--- src/design/isd_pkg.sv ---
// shared types and constants of the imu shake detector
`timescale 1ns / 1ps

package isd_pkg;

    // fixed field widths
    localparam int THR_BITS      = 24;
    localparam int DECAY_BITS    = 16;
    localparam int HOLD_BITS     = 16;
    localparam int TIME_BITS     = 32;
    localparam int CFG_IDX_BITS  = 2;
    localparam int CFG_DATA_BITS = 24;
    localparam int STATE_BITS    = 2;

    // detector state codes
    localparam logic [STATE_BITS-1:0] ST_IDLE      = 2'd0;
    localparam logic [STATE_BITS-1:0] ST_DETECTING = 2'd1;
    localparam logic [STATE_BITS-1:0] ST_TRIGGERED = 2'd2;

    // configuration register indexes
    localparam logic [CFG_IDX_BITS-1:0] CFG_THRESHOLD = 2'd0;
    localparam logic [CFG_IDX_BITS-1:0] CFG_DECAY     = 2'd1;
    localparam logic [CFG_IDX_BITS-1:0] CFG_DETECT    = 2'd2;
    localparam logic [CFG_IDX_BITS-1:0] CFG_COOLDOWN  = 2'd3;

    // configuration reset values
    localparam logic [THR_BITS-1:0]   RST_THRESHOLD = 24'd4096;
    localparam logic [DECAY_BITS-1:0] RST_DECAY     = 16'd58982;
    localparam logic [HOLD_BITS-1:0]  RST_DETECT    = 16'd300;
    localparam logic [HOLD_BITS-1:0]  RST_COOLDOWN  = 16'd2000;

    // configuration write toward the back end
    typedef struct packed {
        logic                     valid;
        logic [CFG_IDX_BITS-1:0]  index;
        logic [CFG_DATA_BITS-1:0] data;
    } cfg_wr_t;

endpackage

--- src/design/isd_fifo.sv ---
// small register queue between front and back end
`timescale 1ns / 1ps

module isd_fifo #(
    parameter int WIDTH = 8,
    parameter int DEPTH = 2
) (
    input  logic             clk,
    input  logic             rst_n,
    input  logic             push,
    input  logic [WIDTH-1:0] wr_data,
    output logic             full,
    input  logic             pop,
    output logic             rd_valid,
    output logic [WIDTH-1:0] rd_data
);

    localparam int AW = $clog2(DEPTH);

    logic [WIDTH-1:0] mem_reg [DEPTH];
    logic [AW:0]      wr_ptr_reg;
    logic [AW:0]      rd_ptr_reg;

    // status from pointer compare
    assign rd_valid = (wr_ptr_reg != rd_ptr_reg);
    assign full     = (wr_ptr_reg[AW-1:0] == rd_ptr_reg[AW-1:0])
                   && (wr_ptr_reg[AW] != rd_ptr_reg[AW]);
    assign rd_data  = mem_reg[rd_ptr_reg[AW-1:0]];

    // storage
    always_ff @(posedge clk)
    begin
        if (push && !full)
        begin
            mem_reg[wr_ptr_reg[AW-1:0]] <= wr_data;
        end
    end

    // pointers
    always_ff @(posedge clk or negedge rst_n)
    begin
        if (!rst_n)
        begin
            wr_ptr_reg <= '0;
            rd_ptr_reg <= '0;
        end
        else
        begin
            if (push && !full)
            begin
                wr_ptr_reg <= wr_ptr_reg + 1'b1;
            end
            if (pop && rd_valid)
            begin
                rd_ptr_reg <= rd_ptr_reg + 1'b1;
            end
        end
    end

endmodule

--- src/design/isd_front.sv ---
// front end: accepts samples, forms axis differences, marks the first sample
`timescale 1ns / 1ps

module isd_front #(
    parameter int ACCEL_BITS = 16,
    parameter int IN_W       = 88,
    parameter int Q_W        = 85
) (
    input  logic            clk,
    input  logic            rst_n,
    input  logic            s_tvalid,
    output logic            s_tready,
    input  logic [IN_W-1:0] s_tdata,
    input  logic            q_full,
    output logic            q_push,
    output logic [Q_W-1:0]  q_data
);

    import isd_pkg::*;

    localparam int D = ACCEL_BITS + 1;

    logic signed [ACCEL_BITS-1:0] x;
    logic signed [ACCEL_BITS-1:0] y;
    logic signed [ACCEL_BITS-1:0] z;
    logic [TIME_BITS-1:0]         now;
    logic                         app;
    logic signed [D-1:0]          dx;
    logic signed [D-1:0]          dy;
    logic signed [D-1:0]          dz;
    logic signed [ACCEL_BITS-1:0] prev_x_reg;
    logic signed [ACCEL_BITS-1:0] prev_y_reg;
    logic signed [ACCEL_BITS-1:0] prev_z_reg;
    logic                         have_prev_reg;
    logic                         accept;

    // unpack the item
    assign x   = s_tdata[ACCEL_BITS-1:0];
    assign y   = s_tdata[2*ACCEL_BITS-1:ACCEL_BITS];
    assign z   = s_tdata[3*ACCEL_BITS-1:2*ACCEL_BITS];
    assign now = s_tdata[3*ACCEL_BITS+TIME_BITS-1:3*ACCEL_BITS];
    assign app = s_tdata[3*ACCEL_BITS+TIME_BITS];

    // differences against the previous sample
    assign dx = D'(x) - D'(prev_x_reg);
    assign dy = D'(y) - D'(prev_y_reg);
    assign dz = D'(z) - D'(prev_z_reg);

    assign s_tready = !q_full;
    assign accept   = s_tvalid && s_tready;
    assign q_push   = accept;
    assign q_data   = {!have_prev_reg, dx, dy, dz, now, app};

    // previous sample
    always_ff @(posedge clk or negedge rst_n)
    begin
        if (!rst_n)
        begin
            prev_x_reg    <= '0;
            prev_y_reg    <= '0;
            prev_z_reg    <= '0;
            have_prev_reg <= 1'b0;
        end
        else if (accept)
        begin
            prev_x_reg    <= x;
            prev_y_reg    <= y;
            prev_z_reg    <= z;
            have_prev_reg <= 1'b1;
        end
    end

endmodule

--- src/design/isd_back.sv ---
// back end: squares, iterative root, decay, detector state machine, output register
`timescale 1ns / 1ps

module isd_back #(
    parameter int ACCEL_BITS = 16,
    parameter int LEVEL_BITS = 24,
    parameter int Q_W        = 85,
    parameter int OUT_W      = 32
) (
    input  logic                clk,
    input  logic                rst_n,
    input  isd_pkg::cfg_wr_t    cfg,
    input  logic                q_valid,
    input  logic [Q_W-1:0]      q_data,
    output logic                q_pop,
    output logic                m_tvalid,
    input  logic                m_tready,
    output logic [OUT_W-1:0]    m_tdata
);

    import isd_pkg::*;

    localparam int D    = ACCEL_BITS + 1;
    localparam int SQW  = 2 * D;
    localparam int SUMW = SQW + 2;
    localparam int RW   = SUMW / 2;
    localparam int CNTW = $clog2(RW);
    localparam int SW   = ((LEVEL_BITS > RW) ? LEVEL_BITS : RW) + 1;
    localparam int CW   = ((LEVEL_BITS + 4 > THR_BITS + 2) ? LEVEL_BITS + 4 : THR_BITS + 2);
    localparam int PW   = LEVEL_BITS + DECAY_BITS;
    localparam logic [SW-1:0] LEVEL_MAX = SW'({LEVEL_BITS{1'b1}});
    localparam logic [CNTW-1:0] ROOT_LAST = CNTW'(RW - 1);

    // sequencer codes
    localparam logic [2:0] SEQ_IDLE  = 3'd0;
    localparam logic [2:0] SEQ_SQ    = 3'd1;
    localparam logic [2:0] SEQ_ROOT  = 3'd2;
    localparam logic [2:0] SEQ_LEVEL = 3'd3;
    localparam logic [2:0] SEQ_EVAL  = 3'd4;

    // configuration
    logic [THR_BITS-1:0]   thr_reg;
    logic [DECAY_BITS-1:0] decay_reg;
    logic [HOLD_BITS-1:0]  detect_reg;
    logic [HOLD_BITS-1:0]  cooldown_reg;

    // detector state
    logic [LEVEL_BITS-1:0] level_reg;
    logic [STATE_BITS-1:0] state_reg;
    logic [TIME_BITS-1:0]  start_reg;
    logic [TIME_BITS-1:0]  cd_end_reg;

    // sequencer and datapath
    logic [2:0]            seq_reg;
    logic [1:0]            axis_reg;
    logic [CNTW-1:0]       cnt_reg;
    logic signed [D-1:0]   dx_reg;
    logic signed [D-1:0]   dy_reg;
    logic signed [D-1:0]   dz_reg;
    logic [TIME_BITS-1:0]  time_reg;
    logic                  app_reg;
    logic [PW-1:0]         prod_reg;
    logic [SUMW-1:0]       acc_reg;
    logic [SUMW-1:0]       rad_reg;
    logic [RW+1:0]         rem_reg;
    logic [RW-1:0]         root_reg;

    // output register
    logic                  out_valid_reg;
    logic [STATE_BITS-1:0] out_state_reg;
    logic                  out_pulse_reg;
    logic [LEVEL_BITS-1:0] out_level_reg;
    logic                  out_cool_reg;

    // queue item fields
    logic                  q_first;
    logic signed [D-1:0]   q_dx;
    logic signed [D-1:0]   q_dy;
    logic signed [D-1:0]   q_dz;
    logic [TIME_BITS-1:0]  q_time;
    logic                  q_app;

    assign q_app   = q_data[0];
    assign q_time  = q_data[TIME_BITS:1];
    assign q_dz    = q_data[TIME_BITS+D:TIME_BITS+1];
    assign q_dy    = q_data[TIME_BITS+2*D:TIME_BITS+D+1];
    assign q_dx    = q_data[TIME_BITS+3*D:TIME_BITS+2*D+1];
    assign q_first = q_data[TIME_BITS+3*D+1];

    assign q_pop = (seq_reg == SEQ_IDLE) && q_valid;

    // square of the selected axis difference
    logic signed [D-1:0] d_sel;
    logic [D-1:0]        mag;
    logic [SQW-1:0]      sq;
    logic [SUMW-1:0]     acc_next;

    always_comb
    begin
        case (axis_reg)
            2'd0:    d_sel = dx_reg;
            2'd1:    d_sel = dy_reg;
            default: d_sel = dz_reg;
        endcase
        mag      = d_sel[D-1] ? D'(-d_sel) : D'(d_sel);
        sq       = SQW'(mag) * SQW'(mag);
        acc_next = acc_reg + SUMW'(sq);
    end

    // one root bit per step
    logic [RW+3:0] rem_t;
    logic [RW+3:0] trial;
    logic          take;

    always_comb
    begin
        rem_t = {rem_reg, rad_reg[SUMW-1 -: 2]};
        trial = {2'b00, root_reg, 2'b01};
        take  = (rem_t >= trial);
    end

    // decayed level plus root, saturated
    logic [SW-1:0]         lvl_sum;
    logic [LEVEL_BITS-1:0] lvl_sat;

    always_comb
    begin
        lvl_sum = SW'(prod_reg[PW-1:DECAY_BITS]) + SW'(root_reg);
        lvl_sat = (lvl_sum > LEVEL_MAX) ? LEVEL_BITS'(LEVEL_MAX) : lvl_sum[LEVEL_BITS-1:0];
    end

    // detector decisions on the updated level
    logic [CW-1:0]         lvl10;
    logic [CW-1:0]         thr_w;
    logic [CW-1:0]         thr3;
    logic                  cool;
    logic                  faint;
    logic                  low;
    logic                  above;
    logic                  held;
    logic [TIME_BITS-1:0]  elapsed;
    logic [STATE_BITS-1:0] st_new;
    logic [LEVEL_BITS-1:0] lvl_new;
    logic                  pulse;
    logic                  go_detect;
    logic                  go_trigger;

    always_comb
    begin
        lvl10      = (CW'(level_reg) << 3) + (CW'(level_reg) << 1);
        thr_w      = CW'(thr_reg);
        thr3       = (thr_w << 1) + thr_w;
        cool       = (time_reg < cd_end_reg);
        faint      = (lvl10 < thr_w);
        low        = (lvl10 < thr3);
        above      = (CW'(level_reg) > thr_w);
        elapsed    = time_reg - start_reg;
        held       = (elapsed >= TIME_BITS'(detect_reg));
        st_new     = state_reg;
        lvl_new    = level_reg;
        pulse      = 1'b0;
        go_detect  = 1'b0;
        go_trigger = 1'b0;
        if (cool)
        begin
            st_new = ST_IDLE;
            if (faint)
            begin
                lvl_new = '0;
            end
        end
        else
        begin
            case (state_reg)
                ST_DETECTING:
                begin
                    if (held)
                    begin
                        st_new     = ST_TRIGGERED;
                        lvl_new    = '0;
                        pulse      = 1'b1;
                        go_trigger = 1'b1;
                    end
                    else if (low)
                    begin
                        st_new  = ST_IDLE;
                        lvl_new = '0;
                    end
                end
                ST_TRIGGERED:
                begin
                    if (app_reg)
                    begin
                        st_new  = ST_IDLE;
                        lvl_new = '0;
                    end
                end
                default:
                begin
                    st_new = ST_IDLE;
                    if (above)
                    begin
                        st_new    = ST_DETECTING;
                        go_detect = 1'b1;
                    end
                end
            endcase
        end
    end

    logic out_free;
    logic load;

    assign out_free = !out_valid_reg || m_tready;
    assign load     = (seq_reg == SEQ_EVAL) && out_free;

    // configuration registers
    always_ff @(posedge clk or negedge rst_n)
    begin
        if (!rst_n)
        begin
            thr_reg      <= RST_THRESHOLD;
            decay_reg    <= RST_DECAY;
            detect_reg   <= RST_DETECT;
            cooldown_reg <= RST_COOLDOWN;
        end
        else if (cfg.valid)
        begin
            case (cfg.index)
                CFG_THRESHOLD: thr_reg      <= cfg.data[THR_BITS-1:0];
                CFG_DECAY:     decay_reg    <= cfg.data[DECAY_BITS-1:0];
                CFG_DETECT:    detect_reg   <= cfg.data[HOLD_BITS-1:0];
                CFG_COOLDOWN:  cooldown_reg <= cfg.data[HOLD_BITS-1:0];
                default:       thr_reg      <= thr_reg;
            endcase
        end
    end

    // sequencer and detector state
    always_ff @(posedge clk or negedge rst_n)
    begin
        if (!rst_n)
        begin
            seq_reg    <= SEQ_IDLE;
            axis_reg   <= '0;
            cnt_reg    <= '0;
            level_reg  <= '0;
            state_reg  <= ST_IDLE;
            start_reg  <= '0;
            cd_end_reg <= '0;
        end
        else
        begin
            case (seq_reg)
                SEQ_IDLE:
                begin
                    if (q_valid)
                    begin
                        axis_reg <= '0;
                        seq_reg  <= q_first ? SEQ_EVAL : SEQ_SQ;
                    end
                end
                SEQ_SQ:
                begin
                    axis_reg <= axis_reg + 2'd1;
                    if (axis_reg == 2'd2)
                    begin
                        cnt_reg <= ROOT_LAST;
                        seq_reg <= SEQ_ROOT;
                    end
                end
                SEQ_ROOT:
                begin
                    cnt_reg <= cnt_reg - 1'b1;
                    if (cnt_reg == '0)
                    begin
                        seq_reg <= SEQ_LEVEL;
                    end
                end
                SEQ_LEVEL:
                begin
                    level_reg <= lvl_sat;
                    seq_reg   <= SEQ_EVAL;
                end
                SEQ_EVAL:
                begin
                    if (out_free)
                    begin
                        level_reg <= lvl_new;
                        state_reg <= st_new;
                        if (go_detect)
                        begin
                            start_reg <= time_reg;
                        end
                        if (go_trigger)
                        begin
                            cd_end_reg <= time_reg + TIME_BITS'(cooldown_reg);
                        end
                        seq_reg <= SEQ_IDLE;
                    end
                end
                default:
                begin
                    seq_reg <= SEQ_IDLE;
                end
            endcase
        end
    end

    // datapath registers
    always_ff @(posedge clk)
    begin
        if (q_pop)
        begin
            dx_reg   <= q_dx;
            dy_reg   <= q_dy;
            dz_reg   <= q_dz;
            time_reg <= q_time;
            app_reg  <= q_app;
            prod_reg <= PW'(level_reg) * PW'(decay_reg);
            acc_reg  <= '0;
        end
        if (seq_reg == SEQ_SQ)
        begin
            acc_reg <= acc_next;
            if (axis_reg == 2'd2)
            begin
                rad_reg  <= acc_next;
                rem_reg  <= '0;
                root_reg <= '0;
            end
        end
        if (seq_reg == SEQ_ROOT)
        begin
            rad_reg  <= rad_reg << 2;
            rem_reg  <= take ? (RW+2)'(rem_t - trial) : (RW+2)'(rem_t);
            root_reg <= {root_reg[RW-2:0], take};
        end
        if (load)
        begin
            out_state_reg <= st_new;
            out_pulse_reg <= pulse;
            out_level_reg <= lvl_new;
            out_cool_reg  <= cool;
        end
    end

    // output valid
    always_ff @(posedge clk or negedge rst_n)
    begin
        if (!rst_n)
        begin
            out_valid_reg <= 1'b0;
        end
        else if (load)
        begin
            out_valid_reg <= 1'b1;
        end
        else if (m_tready)
        begin
            out_valid_reg <= 1'b0;
        end
    end

    assign m_tvalid = out_valid_reg;
    assign m_tdata  = OUT_W'({out_cool_reg, out_level_reg, out_pulse_reg, out_state_reg});

    // checks
    a_pulse_triggered: assert property (@(posedge clk) disable iff (!rst_n)
        (out_valid_reg && out_pulse_reg) |-> (out_state_reg == ST_TRIGGERED
                                            && out_level_reg == '0))
        else $error("trigger pulse without triggered state and cleared level");

    a_cool_idle: assert property (@(posedge clk) disable iff (!rst_n)
        (out_valid_reg && out_cool_reg) |-> (out_state_reg == ST_IDLE && !out_pulse_reg))
        else $error("cooldown result not idle");

    a_no_pop_busy: assert property (@(posedge clk) disable iff (!rst_n)
        (seq_reg == SEQ_ROOT || seq_reg == SEQ_SQ) |-> !q_pop)
        else $error("queue popped while an item is in progress");

    a_trigger_sets_end: assert property (@(posedge clk) disable iff (!rst_n)
        (load && go_trigger) |=> (cd_end_reg == $past(time_reg) + TIME_BITS'($past(cooldown_reg))))
        else $error("cooldown end not taken on trigger");

endmodule

--- src/design/imu_shake_detector_core.sv ---
// top level of the imu shake detector: front end, queue, back end
// sequencing: the first sample after reset goes straight to evaluation, every
//   later sample passes the square, root, level and evaluation steps
// the back end sequencer takes a new item only when idle and works through it in steps
//   (three square steps on one multiplier, then one root bit per cycle)
// reset: rst_n asynchronous active low, clears state and sets registers to defaults
`timescale 1ns / 1ps

module imu_shake_detector_core #(
    parameter int ACCEL_BITS = 16,
    parameter int LEVEL_BITS = 24
) (
    input  logic                               clk,
    input  logic                               rst_n,
    input  logic                               s_tvalid,
    output logic                               s_tready,
    // accel_x, accel_y, accel_z, time_ms, app_shaked, zero pad
    input  logic [((3*ACCEL_BITS+33+7)/8)*8-1:0] s_tdata,
    output logic                               m_tvalid,
    input  logic                               m_tready,
    // shake_state, trigger_pulse, intensity, in_cooldown, zero pad
    output logic [((LEVEL_BITS+4+7)/8)*8-1:0]  m_tdata,
    input  logic                               cfg_valid,
    output logic                               cfg_ready,
    input  logic [isd_pkg::CFG_IDX_BITS-1:0]   cfg_index,
    input  logic [isd_pkg::CFG_DATA_BITS-1:0]  cfg_data
);

    import isd_pkg::*;

    localparam int IN_W  = ((3*ACCEL_BITS+33+7)/8)*8;
    localparam int OUT_W = ((LEVEL_BITS+4+7)/8)*8;
    localparam int Q_W   = 3*(ACCEL_BITS+1) + TIME_BITS + 2;

    logic           q_push;
    logic [Q_W-1:0] q_wr_data;
    logic           q_full;
    logic           q_pop;
    logic           q_valid;
    logic [Q_W-1:0] q_rd_data;
    cfg_wr_t        cfg;

    // configuration writes are always taken
    assign cfg_ready = 1'b1;
    assign cfg.valid = cfg_valid;
    assign cfg.index = cfg_index;
    assign cfg.data  = cfg_data;

    isd_front #(
        .ACCEL_BITS (ACCEL_BITS),
        .IN_W       (IN_W),
        .Q_W        (Q_W)
    ) u_front (
        .clk      (clk),
        .rst_n    (rst_n),
        .s_tvalid (s_tvalid),
        .s_tready (s_tready),
        .s_tdata  (s_tdata),
        .q_full   (q_full),
        .q_push   (q_push),
        .q_data   (q_wr_data)
    );

    isd_fifo #(
        .WIDTH (Q_W),
        .DEPTH (2)
    ) u_fifo (
        .clk      (clk),
        .rst_n    (rst_n),
        .push     (q_push),
        .wr_data  (q_wr_data),
        .full     (q_full),
        .pop      (q_pop),
        .rd_valid (q_valid),
        .rd_data  (q_rd_data)
    );

    isd_back #(
        .ACCEL_BITS (ACCEL_BITS),
        .LEVEL_BITS (LEVEL_BITS),
        .Q_W        (Q_W),
        .OUT_W      (OUT_W)
    ) u_back (
        .clk      (clk),
        .rst_n    (rst_n),
        .cfg      (cfg),
        .q_valid  (q_valid),
        .q_data   (q_rd_data),
        .q_pop    (q_pop),
        .m_tvalid (m_tvalid),
        .m_tready (m_tready),
        .m_tdata  (m_tdata)
    );

endmodule
--- config.mk ---
export PLATFORM = sky130hd
export DESIGN_NAME = imu_shake_detector_core
export DESIGN_NICKNAME = d
export VERILOG_FILES = /design/src/design/isd_pkg.sv /design/src/design/isd_fifo.sv /design/src/design/isd_front.sv /design/src/design/isd_back.sv /design/src/design/imu_shake_detector_core.sv
export SDC_FILE = /design/constraint.sdc
export NUM_CORES = 2
export LEC_CHECK = 0
export ABC_AREA = 1
export BUFFER_PORTS_ARGS = -buffer_cell sky130_fd_sc_hd__buf_2
export CAP_MARGIN = 20
export CORE_MARGIN = 10
export CORE_UTILIZATION = 40
export DETAILED_ROUTE_END_ITERATION = 8
export MAX_ROUTING_LAYER = met4
export PLACE_DENSITY_LB_ADDON = 0.25
export SKIP_CTS_REPAIR_TIMING = 1
export SYNTH_ARGS = -nofsm -noshare
export SYNTH_HDL_FRONTEND = slang
export SYNTH_SLANG_ARGS = --single-unit
--- constraint.sdc ---
create_clock -name clk -period 9.7 [get_ports clk]
set_input_delay 0.485 -clock clk [delete_from_list [all_inputs] [get_ports clk]]
set_output_delay 0.485 -clock clk [all_outputs]
set_load 0.02 [all_outputs]
After elaboration in Yosys (flattened, before gate mapping). Memory sizes are Yosys's and may differ from the RTL's. Index checks and enable logic that the tools add are counted.

Output and inout port bits: 35. Memories kept: 1. Bits in writable memories: 170. Input port bits: 119. Bits in registers: 488. Logic and storage cells: 159.

Add/sub/neg operators: 15. Eq/ne operators: 18. Mux-type cells: 49. Reduce and logical (&&, ||, !) cells: 34. Order comparisons: 7. Multipliers: 2.

Memory list: u_fifo.mem_reg (words 2, bits a word 85, rd ports 1, clocked after memory_dff 0, wr ports 1, line isd_fifo.sv:20) `logic [WIDTH-1:0] mem_reg [DEPTH];`.

Operators with widths (count): 2-to-1 mux 36 bit (5); 2-to-1 mux 24 bit (7); case mux 24 bit (2 select lines) (2); 2-to-1 mux 20 bit (4); 2-to-1 mux 18 bit (3); subtractor 16 x 16 -> 17 bit (3); multiplier 24 x 16 -> 40 bit (1); adder 36 x 34 -> 36 bit (1); multiplier 17 x 17 -> 34 bit (1); case mux 17 bit (2 select lines) (1); adder 32 x 16 -> 32 bit (1); greater-or-equal comparator 32 x 16 -> 1 bit (1); less-than comparator 32 bit (1); subtractor 32 bit (1); adder 27 x 25 -> 28 bit (1); less-than comparator 28 x 24 -> 1 bit (1); less-than comparator 28 bit (1); adder 25 x 24 -> 26 bit (1); adder 24 x 18 -> 25 bit (1); greater-than comparator 25 x 24 -> 1 bit (second input constant) (1); greater-than comparator 24 bit (1); greater-or-equal comparator 22 x 20 -> 1 bit (1); AND reduction 2 bit (10); subtractor 20 bit (1); other kinds (31) (74).

Logic depth before layout (Yosys ltp).
Word-level depth: 9. Mapped depth: 42. Gate-level depth less buffers: 41.

Modules after synthesis. A second synthesis with hierarchy kept.

Cells, all modules: 7267. Area, all modules: 59991.3 um^2.

By module, submodules not included: isd_back (cells each 5934, area an instance 48396.4 um^2, times used 1, sequential area each 11721.2 um^2); isd_fifo (cells each 484, area an instance 6463.7 um^2, times used 1, sequential area each 5205.0 um^2); isd_front (cells each 847, area an instance 5119.9 um^2, times used 1, sequential area each 1226.2 um^2); imu_shake_detector_core (cells each 2, area an instance 11.3 um^2, times used 1, sequential area each 0.0 um^2).

Worst setup path after synthesis. OpenSTA, ideal clock, no wires.

Path type: flip-flop to flip-flop. From: register u_back.axis_reg[0]. To: register u_back.acc_reg[34], data pin. Data arrival time: 7657 ps. Library setup time: 255 ps. Path buffers: 3. Required time: 9445 ps. Stages on the path, launching flop included: 37. Period minus slack after synthesis: 7912 ps. Path slack: 1788 ps. Path through: dfrtp_1 -> inv_1 -> ha_1 -> buf_2 -> a22o_1 -> a21oi_4 -> clkbuf_1 -> ha_1 -> nand3_1 -> nor2_1 -> nand4_1 -> xor2_1 -> nand2_1 -> o21ai_0 -> buf_2 -> nor2_1 -> inv_1 -> fa_1 -> inv_1 -> fa_1 -> inv_1 -> fa_1 -> inv_1 -> fa_1 -> fa_1 -> inv_1 -> fa_1 -> inv_1 -> ha_1 -> nand2_1 -> o21a_1 -> o221a_2 -> o21ai_0 -> a21oi_1 -> o21ai_0 -> xor2_1 -> and2_1.

Word-level cells in the longest chain between the ends: 7. Elaborated cells on any way between the ends: 8. Classes of those cells: add/sub: 2; mul: 1; eq/ne: 1; mux: 3; reduce/logical: 1.

Ends and longest elaborated chain: from (decl) (line isd_back.sv:55) `logic [1:0] axis_reg;`; from (signal assigned) (line isd_back.sv:265) `axis_reg <= axis_reg + 2'd1;`; equality test 2 x 1 -> 1 bit / logical NOT 2 bit (equally long branches) (line isd_back.sv:100) `case (axis_reg)`; case mux 17 bit (2 select lines) (*) (line isd_back.sv:100); negation 17 bit (line isd_back.sv:105) `mag = d_sel[D-1] ? D'(-d_sel) : D'(d_sel);`; 2-to-1 mux 17 bit (*) (line isd_back.sv:105); multiplier 17 x 17 -> 34 bit (*) (line isd_back.sv:106) `sq = SQW'(mag) * SQW'(mag);`; adder 36 x 34 -> 36 bit (*) (line isd_back.sv:107) `acc_next = acc_reg + SUMW'(sq);`; 2-to-1 mux 36 bit (*) (line isd_back.sv:323) `if (seq_reg == SEQ_SQ)`; to (signal assigned) (line isd_back.sv:325) `acc_reg <= acc_next;`; to (decl) (line isd_back.sv:63) `logic [SUMW-1:0] acc_reg;`.

Mark *: on every way between the ends. The rest lies on a longest branch, timed or not. A chain may end at the register's enable or synchronous reset.

Worst setup path after layout. Same ends and word-level chain as after synthesis.

==> run summary <==
status -> finished clean
RSZ-0062 raised after global routing -> no
DP HPWL -> 117000 microns
min-delay src -> s_tdata[23]
number of H-tree levels -> 3
worst slew pin tran -> 1180 ps
cell taking the most area after synthesis -> edfxtp_1
CTS tree -> yes
die footprint -> 0.161 sq mm
initial core utilization -> 0.401
Post-synth top cells -> nand2_1, inv_1, fa_1, ha_1, nor2_1
total CTS buffers -> 79
Fillers -> 14200
Final Hold Fails -> 0
YS warnings -> 0
RR Startpoint -> u_back.axis_reg[0]
post-DR vias/cell -> 4.99
initial antenna violation count -> 4
share of post-route cells with drive strength above 1 -> 0.0621
nets -> 8154
gpl congestion -> 0.927
worst hold-check path type -> primary input to flop
vias in the first global route -> 45900
Max Clock Skew -> 55.7 ps
via count -> 44700
Max Clk Rate -> 115 MHz
register area share after synthesis -> 0.311
WP data arrival -> 9140 ps
deepest clock path buffer count -> 3
Total Wirelength -> 151000 microns
Slew Limit Fails -> 0
top-area cell type share of the netlist area -> 0.213
Skew-Pair Late Insertion Delay -> 710 ps
Seq. cell area -> 0.0182 sq mm
WHS -> 47.4 ps
Worst path slowest cell -> nor2_2
dominant synthesized flop cell -> edfxtp_1
Routed Antenna Nets -> 0
Unique masters post-synth -> 63
fin crit period -> 8730 ps
Setup Viol. Count Final -> 0
max reg flops -> 170
Port-buffer cells -> 141
CP peak stage delay -> 550 ps
Die W -> 402 microns
GRT Resource Usage Total -> 0.193
first-pass GRT wire length -> 246000 microns
Setup crit start kind -> flop
Max Cap Viol -> 0
row cnt -> 140
GRT Residual Overflow -> 0
routed length per instance -> 16.8 microns
area occupied by multi-input gates -> 0.0344 sq mm
DR iter-0 viols -> 2647
syn_area_per_cell -> 8.54 sq um
worst path required time -> 10120 ps
core region area -> 0.145 sq mm
clock slew at reported path FFs -> 60 ps
Setup TNS -> 0 ps
# DRC -> 0
# IOs -> 154
Tcrit/Tclk final -> 0.900
FFs w/ async S/R, synth -> 0.352
Synth area leaders -> edfxtp_1, fa_1, ha_1
Root Driver -> clkbuf_16
Critical Path Start -> u_back.axis_reg[0]
largest net degree at the start of global routing -> 91
Post-synth EDFFs -> 414
synthesized cell area -> 0.0583 sq mm
clk sinks -> 642
endpoint type of the worst setup path -> flop
post-synthesis cell count -> 6822
area grow syn2layout -> 10.5%
most common cell in the synthesized netlist -> nand2_1
Die H -> 402 microns
CP max FO -> 17
drt pass-1 iters -> 6
post-synthesis register bit count -> 642
most used cell, CP -> inv_1
Max-slew headroom -> 0.214
CP Class -> flop to flop
placed cells by master, fill, tap and decap left out, types with 7 or more instances in the layout:
| cell | count |
|---|---|
| a211oi_1 | 12 |
| a21boi_0 | 8 |
| a21o_1 | 20 |
| a21oi_1 | 431 |
| a22o_1 | 17 |
| a31oi_1 | 23 |
| buf_2 | 140 |
| buf_4 | 98 |
| clkbuf_1 | 16 |
| clkbuf_16 | 79 |
| clkbuf_8 | 7 |
| clkinv_1 | 13 |
| clkinv_2 | 16 |
| conb_1 | 17 |
| dfrtp_1 | 205 |
| dfstp_2 | 20 |
| dlygate4sd3_1 | 34 |
| edfxtp_1 | 414 |
| fa_1 | 538 |
| ha_1 | 523 |
| inv_1 | 1305 |
| inv_2 | 9 |
| nand2_1 | 1610 |
| nand3_1 | 156 |
| nand3b_1 | 12 |
| nand4_1 | 91 |
| nor2_1 | 444 |
| nor3_1 | 43 |
| nor4_1 | 13 |
| o2111ai_1 | 7 |
| o211ai_1 | 11 |
| o21a_1 | 18 |
| o21ai_0 | 301 |
| o21ai_1 | 18 |
| o21bai_1 | 15 |
| o221ai_1 | 15 |
| o31ai_1 | 9 |
| xnor2_1 | 95 |
| xor2_1 | 139 |
metrics by stage:
stage	area, sq um	worst slack [ps]	cells	util
6_report	64400	974	8959	0.443
5_1_grt	64400	163	8959	0.443
4_1_cts	64000	995	8922	0.441
3_5_place_dp	61400	1040	8774	0.422
3_3_place_gp	61300	1100	8773	0.422
2_1_floorplan	58300	1790	6837	-
final timing paths:
kind	to	slack [ps]	cells past startpoint
max	u_back.acc_reg[34]	970	40
min	u_front.prev_y_reg[7]	50	3
max reg2reg	u_back.acc_reg[34]	970	40
min reg2reg	u_front.have_prev_reg	470	2
max in group asynchronous	u_back.cnt_reg[2]	7330	4
min in group asynchronous	u_front.prev_x_reg[10]	300	2
per-layer routing:
metal	part of all wire	wire length, microns	track usage	vias up
li1	-	-	-	21900
met1	0.44	67000	0.243	21600
met2	0.48	72400	0.325	974
met3	0.041	6180	0.0183	239
met4	0.033	4990	0.0654	0
met5	0	0	-	-
logic make-up after synthesis:
logic type,synth area share
buffers and inverters,0.101
and+or+nand+nor,0.166
muxes,0.000172
adders and majority gates,0.297
DFF,0.311
xor gates and xnor gates,0.0352
AOI/OAI and AO/OA,0.0891
other,0.000129
critical path, delay by kind of cell, from the launching register on:
kind	cells	cell delay, ps
flops	1	360
simple gates	12	1800
xor+xnor	1	120
fa+ha+maj	8	3550
compound gates	8	1720
buf+inv	11	890
area by class of cell:
class	instances	share of cell area
Clock buffer	102	0.0331
Tap cell	1917	0.0373
Multi-Input combinational cell	4653	0.534
Inverter	1322	0.0771
Sequential cell	642	0.282
Clock inverter	46	0.00791
Timing Repair Buffer	276	0.0287
Antenna cell	1	0.0000389
Power is not shown: default switching activity piles up to over one toggle a cycle in this logic, so the estimate is an artifact.
